==> config.mk <==
export PLATFORM = sky130hd
export DESIGN_NAME = stbs_engine
export DESIGN_NICKNAME = d
export VERILOG_FILES = /design/src/sv/stbs_pkg.sv /design/src/sv/stbs_engine.sv
export SDC_FILE = /design/constraint.sdc
export NUM_CORES = 1
export LEC_CHECK = 0
export BUFFER_PORTS_ARGS = -buffer_cell sky130_fd_sc_hd__buf_2
export CAP_MARGIN = 20
export CORE_ASPECT_RATIO = 0.75
export CORE_UTILIZATION = 49
export DETAILED_ROUTE_END_ITERATION = 16
export MAX_ROUTING_LAYER = met4
export PLACE_DENSITY = 0.77
export REMOVE_ABC_BUFFERS = 1
export SLEW_MARGIN = 20
export SYNTH_ARGS = -nofsm -noshare
export SYNTH_HDL_FRONTEND = slang
export SYNTH_SLANG_ARGS = --single-unit
==> constraint.sdc <==
create_clock -name clock -period 4.14 [get_ports clock]
set_clock_uncertainty 0.1 [all_clocks]
set_input_delay 0.828 -clock clock [delete_from_list [all_inputs] [get_ports clock]]
set_output_delay 0.828 -clock clock [all_outputs]
set_load 0.05 [all_outputs]
==> src/sv/stbs_pkg.sv <==
// ----------------------------------------------------------------------------
// stbs_pkg: shared types and constants
// Field widths, operation codes and result status codes for the sorted table
// bracket search block.
// ----------------------------------------------------------------------------
package stbs_pkg;

   localparam int KEY_W    = 32;
   localparam int IDX_W    = 10;
   localparam int CNT_W    = 11;
   localparam int STATUS_W = 3;

   typedef logic [STATUS_W-1:0] status_type;
   typedef logic [KEY_W-1:0]    key_type;
   typedef logic [IDX_W-1:0]    idx_type;
   typedef logic [CNT_W-1:0]    cnt_type;

   localparam logic OP_WRITE  = 1'b0;
   localparam logic OP_SEARCH = 1'b1;

   localparam status_type ST_MATCH   = 3'd0;
   localparam status_type ST_BRACKET = 3'd1;
   localparam status_type ST_BELOW   = 3'd2;
   localparam status_type ST_ABOVE   = 3'd3;
   localparam status_type ST_EMPTY   = 3'd4;

endpackage

==> src/sv/stbs_engine.sv <==
// ----------------------------------------------------------------------------
// stbs_engine: search sequencer
// Accepts transactions, writes table entries, runs the end checks and the
// halving probe loop against the table memory, and holds the result register.
// ----------------------------------------------------------------------------
module stbs_engine #(
   parameter int DEPTH = 1024,
   parameter int AW    = 10,
   parameter int LW    = 11
) (
   input  logic                    clock,
   input  logic                    reset,
   input  logic                    req_valid,
   output logic                    req_stall,
   input  logic                    req_opcode,
   input  stbs_pkg::idx_type       req_entry_index,
   input  stbs_pkg::key_type       req_key_value,
   output logic                    rsp_valid,
   input  logic                    rsp_stall,
   output stbs_pkg::status_type    rsp_status,
   output stbs_pkg::idx_type       rsp_lower_index,
   output stbs_pkg::idx_type       rsp_upper_index,
   input  logic                    csr_wr_en,
   input  stbs_pkg::cnt_type       csr_wr_data,
   output logic                    mem_wr_en,
   output logic [AW-1:0]           mem_wr_addr,
   output stbs_pkg::key_type       mem_wr_data,
   output logic                    mem_rd_en,
   output logic [AW-1:0]           mem_rd_addr,
   input  stbs_pkg::key_type       mem_rd_data
);
   import stbs_pkg::*;

   localparam int CW = (LW > CNT_W) ? LW : CNT_W;
   localparam int OW = (LW > IDX_W) ? LW : IDX_W;

   localparam logic [2:0] S_IDLE  = 3'd0;
   localparam logic [2:0] S_FIRST = 3'd1;
   localparam logic [2:0] S_LAST  = 3'd2;
   localparam logic [2:0] S_ISSUE = 3'd3;
   localparam logic [2:0] S_CMP   = 3'd4;

   logic [2:0]  state_ff, state_in;
   cnt_type     count_ff;
   key_type     key_ff, key_in;
   logic [LW-1:0] low_ff, low_in, high_ff, high_in, mid_ff, mid_in;
   logic        rsp_valid_ff, rsp_valid_in;
   status_type  rsp_status_ff, rsp_status_in;
   idx_type     rsp_lower_ff, rsp_lower_in, rsp_upper_ff, rsp_upper_in;

   logic        out_full, accept, fin;
   status_type  fin_status;
   idx_type     fin_lower, fin_upper;
   logic [LW-1:0] len, len_m1, mid_calc;
   logic [OW-1:0] low_ext;

   // count above the table depth saturates
   assign len = (CW'(count_ff) > CW'(DEPTH)) ? LW'(DEPTH) : LW'(count_ff);
   assign len_m1   = len - LW'(1);
   assign mid_calc = low_ff + ((high_ff - low_ff) >> 1);
   assign low_ext  = OW'(low_ff);

   assign out_full  = rsp_valid_ff & rsp_stall;
   assign req_stall = (state_ff != S_IDLE) | out_full;
   assign accept    = req_valid & ~req_stall;

   // writes happen only in idle, reads only during a search: no overlap
   assign mem_wr_addr = AW'(req_entry_index);
   assign mem_wr_data = req_key_value;

   always_comb begin
      state_in   = state_ff;
      key_in     = key_ff;
      low_in     = low_ff;
      high_in    = high_ff;
      mid_in     = mid_ff;
      mem_wr_en  = 1'b0;
      mem_rd_en  = 1'b0;
      mem_rd_addr = '0;
      fin        = 1'b0;
      fin_status = ST_EMPTY;
      fin_lower  = '0;
      fin_upper  = '0;
      unique case (state_ff)
         S_IDLE: begin
            if (accept) begin
               if (req_opcode == OP_WRITE) begin
                  mem_wr_en = (32'(req_entry_index) < 32'(DEPTH));
               end else begin
                  key_in = req_key_value;
                  if (len == '0) begin
                     fin        = 1'b1;
                     fin_status = ST_EMPTY;
                  end else begin
                     mem_rd_en = 1'b1;
                     state_in  = S_FIRST;
                  end
               end
            end
         end
         S_FIRST: begin
            if (key_ff < mem_rd_data) begin
               fin        = 1'b1;
               fin_status = ST_BELOW;
            end else begin
               mem_rd_en   = 1'b1;
               mem_rd_addr = len_m1[AW-1:0];
               state_in    = S_LAST;
            end
         end
         S_LAST: begin
            if (key_ff > mem_rd_data) begin
               fin        = 1'b1;
               fin_status = ST_ABOVE;
            end else begin
               low_in   = '0;
               high_in  = len_m1;
               state_in = S_ISSUE;
            end
         end
         S_ISSUE: begin
            if (low_ff <= high_ff) begin
               mem_rd_en   = 1'b1;
               mem_rd_addr = mid_calc[AW-1:0];
               mid_in      = mid_calc;
               state_in    = S_CMP;
            end else begin
               fin        = 1'b1;
               fin_status = ST_BRACKET;
               fin_lower  = 10'(low_ext - OW'(1));
               fin_upper  = 10'(low_ext);
            end
         end
         S_CMP: begin
            if (mem_rd_data == key_ff) begin
               fin        = 1'b1;
               fin_status = ST_MATCH;
               fin_lower  = 10'(OW'(mid_ff));
               fin_upper  = 10'(OW'(mid_ff));
            end else if (mem_rd_data < key_ff) begin
               low_in   = mid_ff + LW'(1);
               state_in = S_ISSUE;
            end else if (mid_ff == '0) begin
               // probe at index zero too large: range cannot shrink further
               fin        = 1'b1;
               fin_status = ST_BRACKET;
               fin_lower  = 10'(low_ext - OW'(1));
               fin_upper  = 10'(low_ext);
            end else begin
               high_in  = mid_ff - LW'(1);
               state_in = S_ISSUE;
            end
         end
         default: begin
            state_in = S_IDLE;
         end
      endcase
   end

   always_comb begin
      rsp_valid_in  = rsp_valid_ff & rsp_stall;
      rsp_status_in = rsp_status_ff;
      rsp_lower_in  = rsp_lower_ff;
      rsp_upper_in  = rsp_upper_ff;
      // a finished search waits in its state until the result slot frees up
      if (fin && !out_full) begin
         rsp_valid_in  = 1'b1;
         rsp_status_in = fin_status;
         rsp_lower_in  = fin_lower;
         rsp_upper_in  = fin_upper;
      end
   end

   always_ff @(posedge clock) begin
      if (reset) begin
         state_ff     <= S_IDLE;
         count_ff     <= '0;
         rsp_valid_ff <= 1'b0;
      end else begin
         if (fin && !out_full) begin
            state_ff <= S_IDLE;
         end else begin
            state_ff <= state_in;
         end
         if (csr_wr_en) begin
            count_ff <= csr_wr_data;
         end
         rsp_valid_ff <= rsp_valid_in;
      end
   end

   always_ff @(posedge clock) begin
      key_ff        <= key_in;
      low_ff        <= low_in;
      high_ff       <= high_in;
      mid_ff        <= mid_in;
      rsp_status_ff <= rsp_status_in;
      rsp_lower_ff  <= rsp_lower_in;
      rsp_upper_ff  <= rsp_upper_in;
   end

   assign rsp_valid       = rsp_valid_ff;
   assign rsp_status      = rsp_status_ff;
   assign rsp_lower_index = rsp_lower_ff;
   assign rsp_upper_index = rsp_upper_ff;

endmodule

==> impl_metrics.csv, run 1 <==
group,metric,value,unit
worst_hold_path,hold_path.class,"register to register",
setup_path,path_max_fanout,2,
clock_network,clkLatencyLatePin,0.35,ns
route,via_per_inst,5.45,
floorplanning,num_rows,36,
synthesis,ys_async_sr_fraction,0,
sta,tightest_slew,0.883,ns
route,wl_per_cell,16.9,um
power_and_ir_drop,p_total,0.00266,W
floorplanning,die_w,137,um
clock_network,clock_sinks,103,
sta,finalCritPeriodShare,1.11,
synthesis,synth-seq-cells,103,
synthesis,synthDistinctLibCells,60,
outcome,status,"finished, violations left",
synthesis,ys_seq_area_frac,0.437,
clock_network,clockBufferDepth,2,
sta,max_slew_margin,0.410,
synthesis,avgSynthCellArea,10.1,sq um
clock_network,cts.root.buffer_cell,"clkbuf_16",
clock_network,htreeDepth,3,
route,ant_nets,0,
sta,finalSetupTns,-1.37,ns
synthesis,syn_area,6740,sq um
route,routed_wirelength,17000,um
clock_network,cts_inserted_buffers,9,
sta,layout_setup_ws,-0.472,ns
cells_and_area,antennaDiodeCount,0,
sta,drv_slew,0,
setup_path,start_kind,"register",
floorplanning,initial_core_util,0.511,
setup_path,cp_data_required_time,3.21,ns
placement,hpwl,12800,um
route,vias,5471,
placement,io_buffers,149,
run,maxCapViolCount,0,
route,firstDrtPassIters,5,
grt,grt_max_degree,32,
clock_network,clk_pin_slew,0.07,ns
floorplanning,dieArea,14200,sq um
sta,setup_viol,6,
outcome,violations,"negative setup slack",
setup_path,critical_path_class,"register to output pin",
grt,antenna_found_initial,0,
route,drc,0,
grt,grt_pass1_wl,25700,um
grt,grt_util_all_layers,0.246,
power_and_ir_drop,peakVddDrop,0.206,mV
synthesis,ys.warnings.count,0,
setup_path,end_kind,"output pin",
floorplanning,core,13200,sq um
placement,gp_congestion,0.889,
sta,fmax,217,MHz
synthesis,synth_edf_count,88,
synthesis,synth_cells,670,
power_and_ir_drop,power_density,314,nW/um^2
clock_network,cts_tree,"built",
floorplanning,die_h,104,um
setup_path,arrival,3.68,ns
sta,finalHoldViolCount,0,
sta,rsz0062_at_grt,"yes",
grt,grt_pass1_vias,5063,
route,drt_iter0_markers,353,
power_and_ir_drop,cellLeakagePower,3.72,nW
cells_and_area,final_layout_size_suffix_gt1_frac,0.353,
floorplanning,ios,170,
synthesis,ys.flop_type,"edfxtp_1",
cells_and_area,final_nets,979,
sta,period_needed,4.61,ns
grt,overflow,0,
cells_and_area,area_growth,26.0,%
==> metrics by stage <==
stage               setup WS [ns]  hold WS (ns)  std cells  cell area, sq um   util
global placement           -0.156         0.420        984              7730  0.586
global route               -0.603         0.474       1003              8490  0.643
CTS                        -0.435         0.458       1000              8240  0.625
floorplan                  -0.320         0.390        607              6330      -
detailed placement         -0.302         0.442        984              7730  0.586
finish                     -0.472         0.452       1003              8490  0.643
==> timing repair <==
action	in CTS	in global routing
pin swaps	21	18
resized for setup	48	39
cloned	0	1
setup buffers	2	3
hold buffers	0	0
endpoints found under the setup margin	11	11
==> final timing paths <==
check,start,endpoint,slack (ns),depth (start not counted)
worst min register to register,count_ff[4]$_SDFFE_PP0P_,count_ff[4]$_SDFFE_PP0P_,0.45,2
worst min-delay path,count_ff[4]$_SDFFE_PP0P_,count_ff[4]$_SDFFE_PP0P_,0.45,2
worst max-delay path,high_ff[0]$_DFFE_PP_,mem_rd_addr[9],-0.47,17
worst max register to register,high_ff[0]$_DFFE_PP_,mid_ff[10]$_DFFE_PP_,0.53,19
==> final cells by class <==
type / instances / area [sq um]
repair inverters: 1 / 5.00
fillers: 1036 / 4710
clock inverters: 4 / 55.1
flip-flops and latches: 103 / 2940
well taps: 171 / 214
inverters: 59 / 228
clock buffers: 12 / 246
multi-input cells: 445 / 3520
repair buffers: 208 / 1280
==> registers in the layout (all words and copies together) (netlist names) <==
register	cells
mid_ff	11
key_ff	32
low_ext	11
rsp_lower_index	10
rsp_upper_index	10
state_ff	3
count_ff	11
high_ff	11
rsp_valid	1
rsp_status	3
==> cell families (layout without fill, tap and decap cells) <==
| group | count (synthesis) | after routing | synth area share |
|---|---|---|---|
| flops | 103 | 103 | 0.437 |
| buf+inv | 122 | 284 | 0.0945 |
| mux | 14 | 14 | 0.0210 |
| xor+xnor | 48 | 48 | 0.0624 |
| simple gates | 178 | 178 | 0.129 |
| compound gates | 144 | 144 | 0.141 |
| fa+ha+maj | 61 | 61 | 0.115 |
==> layer usage <==
| layer | part of all wire | GRT usage | wire, um | vias to the layer above |
|---|---|---|---|---|
| met5 | 0 | - | 0 | - |
| met4 | 0.013 | 0.0620 | 215 | 0 |
| met3 | 0.082 | 0.0548 | 1400 | 20 |
| met2 | 0.44 | 0.342 | 7440 | 216 |
| met1 | 0.47 | 0.359 | 7910 | 2584 |
| li1 | - | - | - | 2651 |
==> synth_stat cells, types with 2 or more instances <==
cell / count / area [sq um]
a2111oi_0: 3 / 26.3
a21boi_0: 2 / 15.0
a21boi_1: 2 / 15.0
a21o_1: 14 / 105
a21oi_1: 49 / 245
a221oi_1: 2 / 17.5
a22o_1: 3 / 26.3
a31oi_1: 6 / 37.5
and3_1: 3 / 18.8
and4_1: 3 / 26.3
buf_2: 3 / 15.0
buf_4: 44 / 330
clkbuf_1: 14 / 52.6
dfxtp_1: 15 / 300
edfxtp_1: 88 / 2640
fa_1: 2 / 40.0
ha_1: 59 / 738
inv_1: 57 / 214
mux2i_1: 13 / 130
nand2_1: 55 / 206
nand2b_1: 8 / 50.1
nand3_1: 8 / 40.0
nand3b_1: 3 / 22.5
nand4_1: 9 / 56.3
nor2_1: 50 / 188
nor2b_1: 4 / 25.0
nor3_1: 12 / 60.1
nor4_1: 7 / 43.8
o211ai_1: 3 / 22.5
o21ai_0: 25 / 125
o21ai_2: 11 / 96.3
o21bai_1: 4 / 30.0
o22ai_1: 2 / 12.5
o2bb2ai_1: 8 / 70.1
or2_2: 2 / 12.5
or3_1: 7 / 43.8
xnor2_1: 29 / 254
xor2_1: 19 / 166
==> power breakdown <==
part           switching (W)  internal [W]
sequential         0.0000220       0.00118
clock               0.000375      0.000489
combinational       0.000374      0.000221
total               0.000772       0.00189
==> cells in the final DEF, fill, tap and decap left out, drive strengths merged, types with 6 or more instances in the layout <==
cell type    n
a31oi        6
edfxtp      88
nand4        9
xnor2       29
nand2       55
nand3        8
buf        207
inv         59
nor4         8
dfxtp       15
a21o        15
nor3        12
a21oi       49
xor2        19
mux2i       13
o2bb2ai      8
or3          7
ha          59
nor2        51
o21ai       36
nand2b       8
clkbuf      13
==> critical path, stage by stage (launching register included) <==
cell and delay, ns:
edfxtp_1 0.37, inv_1 0.07, ha_2 0.18, inv_2 0.04, fa_2 0.36, a21o_1 0.19, a21oi_2 0.18, o21bai_1 0.09
a21oi_2 0.20, xnor2_1 0.16, ha_2 0.32, a31o_4 0.23, a21o_1 0.16, a21oi_2 0.18, xnor2_2 0.14, buf_4 0.15
o2bb2ai_4 0.13, buf_8 0.16
Power figures use the tool's default switching activity.
==> inputs of run 2 (changes only) <==
--- a/config.mk
+++ b/config.mk
@@ -8,10 +8,9 @@
 export BUFFER_PORTS_ARGS = -buffer_cell sky130_fd_sc_hd__buf_2
 export CAP_MARGIN = 20
 export CORE_ASPECT_RATIO = 0.75
-export CORE_UTILIZATION = 49
+export CORE_UTILIZATION = 31
 export DETAILED_ROUTE_END_ITERATION = 16
 export MAX_ROUTING_LAYER = met4
-export PLACE_DENSITY = 0.77
 export REMOVE_ABC_BUFFERS = 1
 export SLEW_MARGIN = 20
 export SYNTH_ARGS = -nofsm -noshare
==> run 2 against run 1 <==
Against the previous run: the flow still finishes with violations (negative setup slack); via count fell by 1.1%; worst hold slack got worse by 0.0016 ns; combinational power rose by 3%; die area rose by 57%; clock power fell by 2%; cell count rose by 13%; sequential share of layout area fell by 1.3 points; final area rose by 3.8%; critical endpoint unchanged; largest cell class unchanged.
==> impl_metrics.csv, run 2 (synthesis results as in run 1) <==
group,metric,value,unit
outcome,status,"finished, violations left",
outcome,violations,"negative setup slack",
floorplanning,num_rows,46,
clock_network,clock_sinks,103,
clock_network,cts_inserted_buffers,9,
cells_and_area,final_layout_size_suffix_gt1_frac,0.365,
clock_network,clk_pin_slew,0.07,ns
power_and_ir_drop,power_frac_clock,0.319,
cells_and_area,layout_commonest_cell,"buf_2",
grt,grt_pass1_vias,5105,
setup_path,cp_data_required_time,3.21,ns
sta,rsz0062_at_grt,"yes",
sta,layout_setup_ws,-0.375,ns
cells_and_area,area_growth,30.8,%
setup_path,crit_path_end,"mem_rd_addr[9]",
setup_path,end_kind,"output pin",
cells_and_area,fill_cells,2085,
floorplanning,die_h,130,um
setup_path,path_max_fanout,2,
clock_network,cts_hold_buf,0,
grt,grt_pass1_wl,26900,um
placement,io_buffers,149,
route,routed_wirelength,17600,um
setup_path,critical_path_class,"register to output pin",
placement,placed_cells,1103,
route,ant_nets,0,
cells_and_area,final_cell_mix,"138 x buf_2, 88 x edfxtp_1, 63 x buf_4",
floorplanning,die_w,172,um
sta,max_slew_margin,0.410,
route,drc,0,
power_and_ir_drop,peakVddDrop,0.195,mV
sta,finalCritPeriodShare,1.09,
cells_and_area,multi_input_area,3570,sq um
floorplanning,initial_core_util,0.317,
power_and_ir_drop,cellLeakagePower,3.81,nW
power_and_ir_drop,power_switching,0.000784,W
setup_path,path_buf_inv,4,
clock_network,clockBufferDepth,2,
setup_path,r2r_end,"mid_ff[10]$_DFFE_PP_",
setup_path,r2r-start,"high_ff[0]$_DFFE_PP_",
sta,finalSetupTns,-1.07,ns
cells_and_area,register_area,2940,sq um
grt,overflow,0,
sta,setup_viol,5,
sta,tightest_slew,0.863,ns
power_and_ir_drop,intPower,0.00188,W
sta,fmax,221,MHz
cells_and_area,antennaDiodeCount,0,
setup_path,critPathMaxStageDelay,0.36,ns
cells_and_area,largest_reg_flops,32,
grt,antenna_found_initial,0,
power_and_ir_drop,combPwrFrac,0.229,
route,via_per_inst,4.79,
placement,gp_congestion,0.829,
power_and_ir_drop,power_frac_seq,0.452,
clock_network,cts.root.buffer_cell,"clkbuf_16",
power_and_ir_drop,p_sw_frac,0.295,
floorplanning,dieArea,22300,sq um
setup_path,rr_worst_depth,17,
setup_path,start_kind,"register",
grt,grt_util_all_layers,0.164,
floorplanning,core,21200,sq um
setup_path,arrival,3.59,ns
route,drt_iter0_markers,350,
setup_path,crit_family,"compound AO/OA/AOI/OAI gates",
cells_and_area,final_nets,989,
cells_and_area,top_register,"key_ff",
power_and_ir_drop,power_density,302,nW/um^2
route,wl_per_cell,15.5,um
placement,hpwl,13400,um
clock_network,cts_tree,"built",
setup_path,crit_chain,"inv_1 -> ha_2 -> inv_2 -> fa_2 -> a21o_1 -> a21oi_2 -> o21bai_1 -> a21oi_2 -> xnor2_1 -> ha_2 -> a31o_4 -> a21o_1 -> a21oi_2 -> xnor2_1 -> buf_4 -> o2bb2ai_4 -> buf_8",
setup_path,regToRegSetupSlack,0.72,ns
route,firstDrtPassIters,5,
floorplanning,ios,170,
setup_path,crit_start,"high_ff[0]$_DFFE_PP_",
worst_hold_path,hold_path.class,"register to register",
run,maxCapViolCount,0,
clock_network,htreeDepth,3,
grt,grt_max_degree,34,
sta,period_needed,4.52,ns
sta,finalHoldViolCount,0,
route,vias,5413,
setup_path,slowest_stage,"edfxtp_1",
sta,drv_slew,0,
cells_and_area,final_cell_count_no_fill,1130,
clock_network,clkLatencyLatePin,0.35,ns
sta,holdWs,0.451,ns
setup_path,cpMostUsedCell,"a21oi_2",
setup_path,path_depth,17,
[run 2: cell count changes in the layout (fill, tap and decap cells not counted), sizes merged]
| cell | delta |
|---|---|
| inv | +1 |
| buf | +12 |
| bufinv | -1 |
| clkinvlp | -2 |
[run 2: final cells by class]
class	instances	area share
timing repair buffer	219	0.161
clock buffer	13	0.0308
tap	288	0.0409
sequential	103	0.334
inverter	59	0.0258
clock inverter	3	0.00270
multi-input combinational	445	0.405
[run 2: metal layers]
| metal | vias up | track usage | part of all wire |
|---|---|---|---|
| li1 | 2678 | - | - |
| met1 | 2549 | 0.233 | 0.50 |
| met2 | 173 | 0.232 | 0.42 |
| met3 | 13 | 0.0412 | 0.070 |
| met4 | 0 | 0.0359 | 0.0098 |
| met5 | - | - | 0 |
[run 2: how the worst min path moves through the flow]
stage	startpoint	endpoint	slack [ns]	cells past startpoint
after CTS	count_ff[8]$_SDFFE_PP0P_	count_ff[8]$_SDFFE_PP0P_	0.46	2
after detailed placement	count_ff[8]$_SDFFE_PP0P_	count_ff[8]$_SDFFE_PP0P_	0.44	2
final	count_ff[8]$_SDFFE_PP0P_	count_ff[8]$_SDFFE_PP0P_	0.45	2
after global placement	count_ff[5]$_SDFFE_PP0P_	count_ff[5]$_SDFFE_PP0P_	0.43	2
after global routing	count_ff[8]$_SDFFE_PP0P_	count_ff[8]$_SDFFE_PP0P_	0.46	2
after floorplan	count_ff[8]$_SDFFE_PP0P_	count_ff[8]$_SDFFE_PP0P_	0.39	2
[run 2: power by group through the flow]
stage | combinational (W) | sequential (W) | clock [W]
after global placement | 0.000529 | 0.00123 | 0
final | 0.000610 | 0.00120 | 0.000849
after global routing | 0.000661 | 0.00121 | 0.000915
after detailed placement | 0.000536 | 0.00123 | 0
after CTS | 0.000565 | 0.00120 | 0.000881
after floorplan | 0.000233 | 0.00127 | 0
[run 2: metrics by stage]
| stage | power [W] | setup WS, ns | area (sq um) | util |
|---|---|---|---|---|
| detailed placement | 0.00176 | -0.286 | 7920 | 0.373 |
| CTS | 0.00265 | -0.344 | 8480 | 0.399 |
| finish | 0.00266 | -0.375 | 8810 | 0.415 |
| global placement | 0.00175 | -0.196 | 7920 | 0.373 |
| global route | 0.00278 | -0.563 | 8810 | 0.415 |
| floorplan | 0.00150 | -0.320 | 6330 | - |
[run 2: worst min-delay path, cell delays in order (launching register included)]
cell     delay [ns]
dfxtp_1        0.36
mux2i_1        0.08
nor2_1         0.07
[run 2: timing repair]
item,4_1_cts,5_1_grt
pin swaps,19,23
gates resized for setup,48,51
setup endpoints to repair,11,11
buffers inserted,9,7
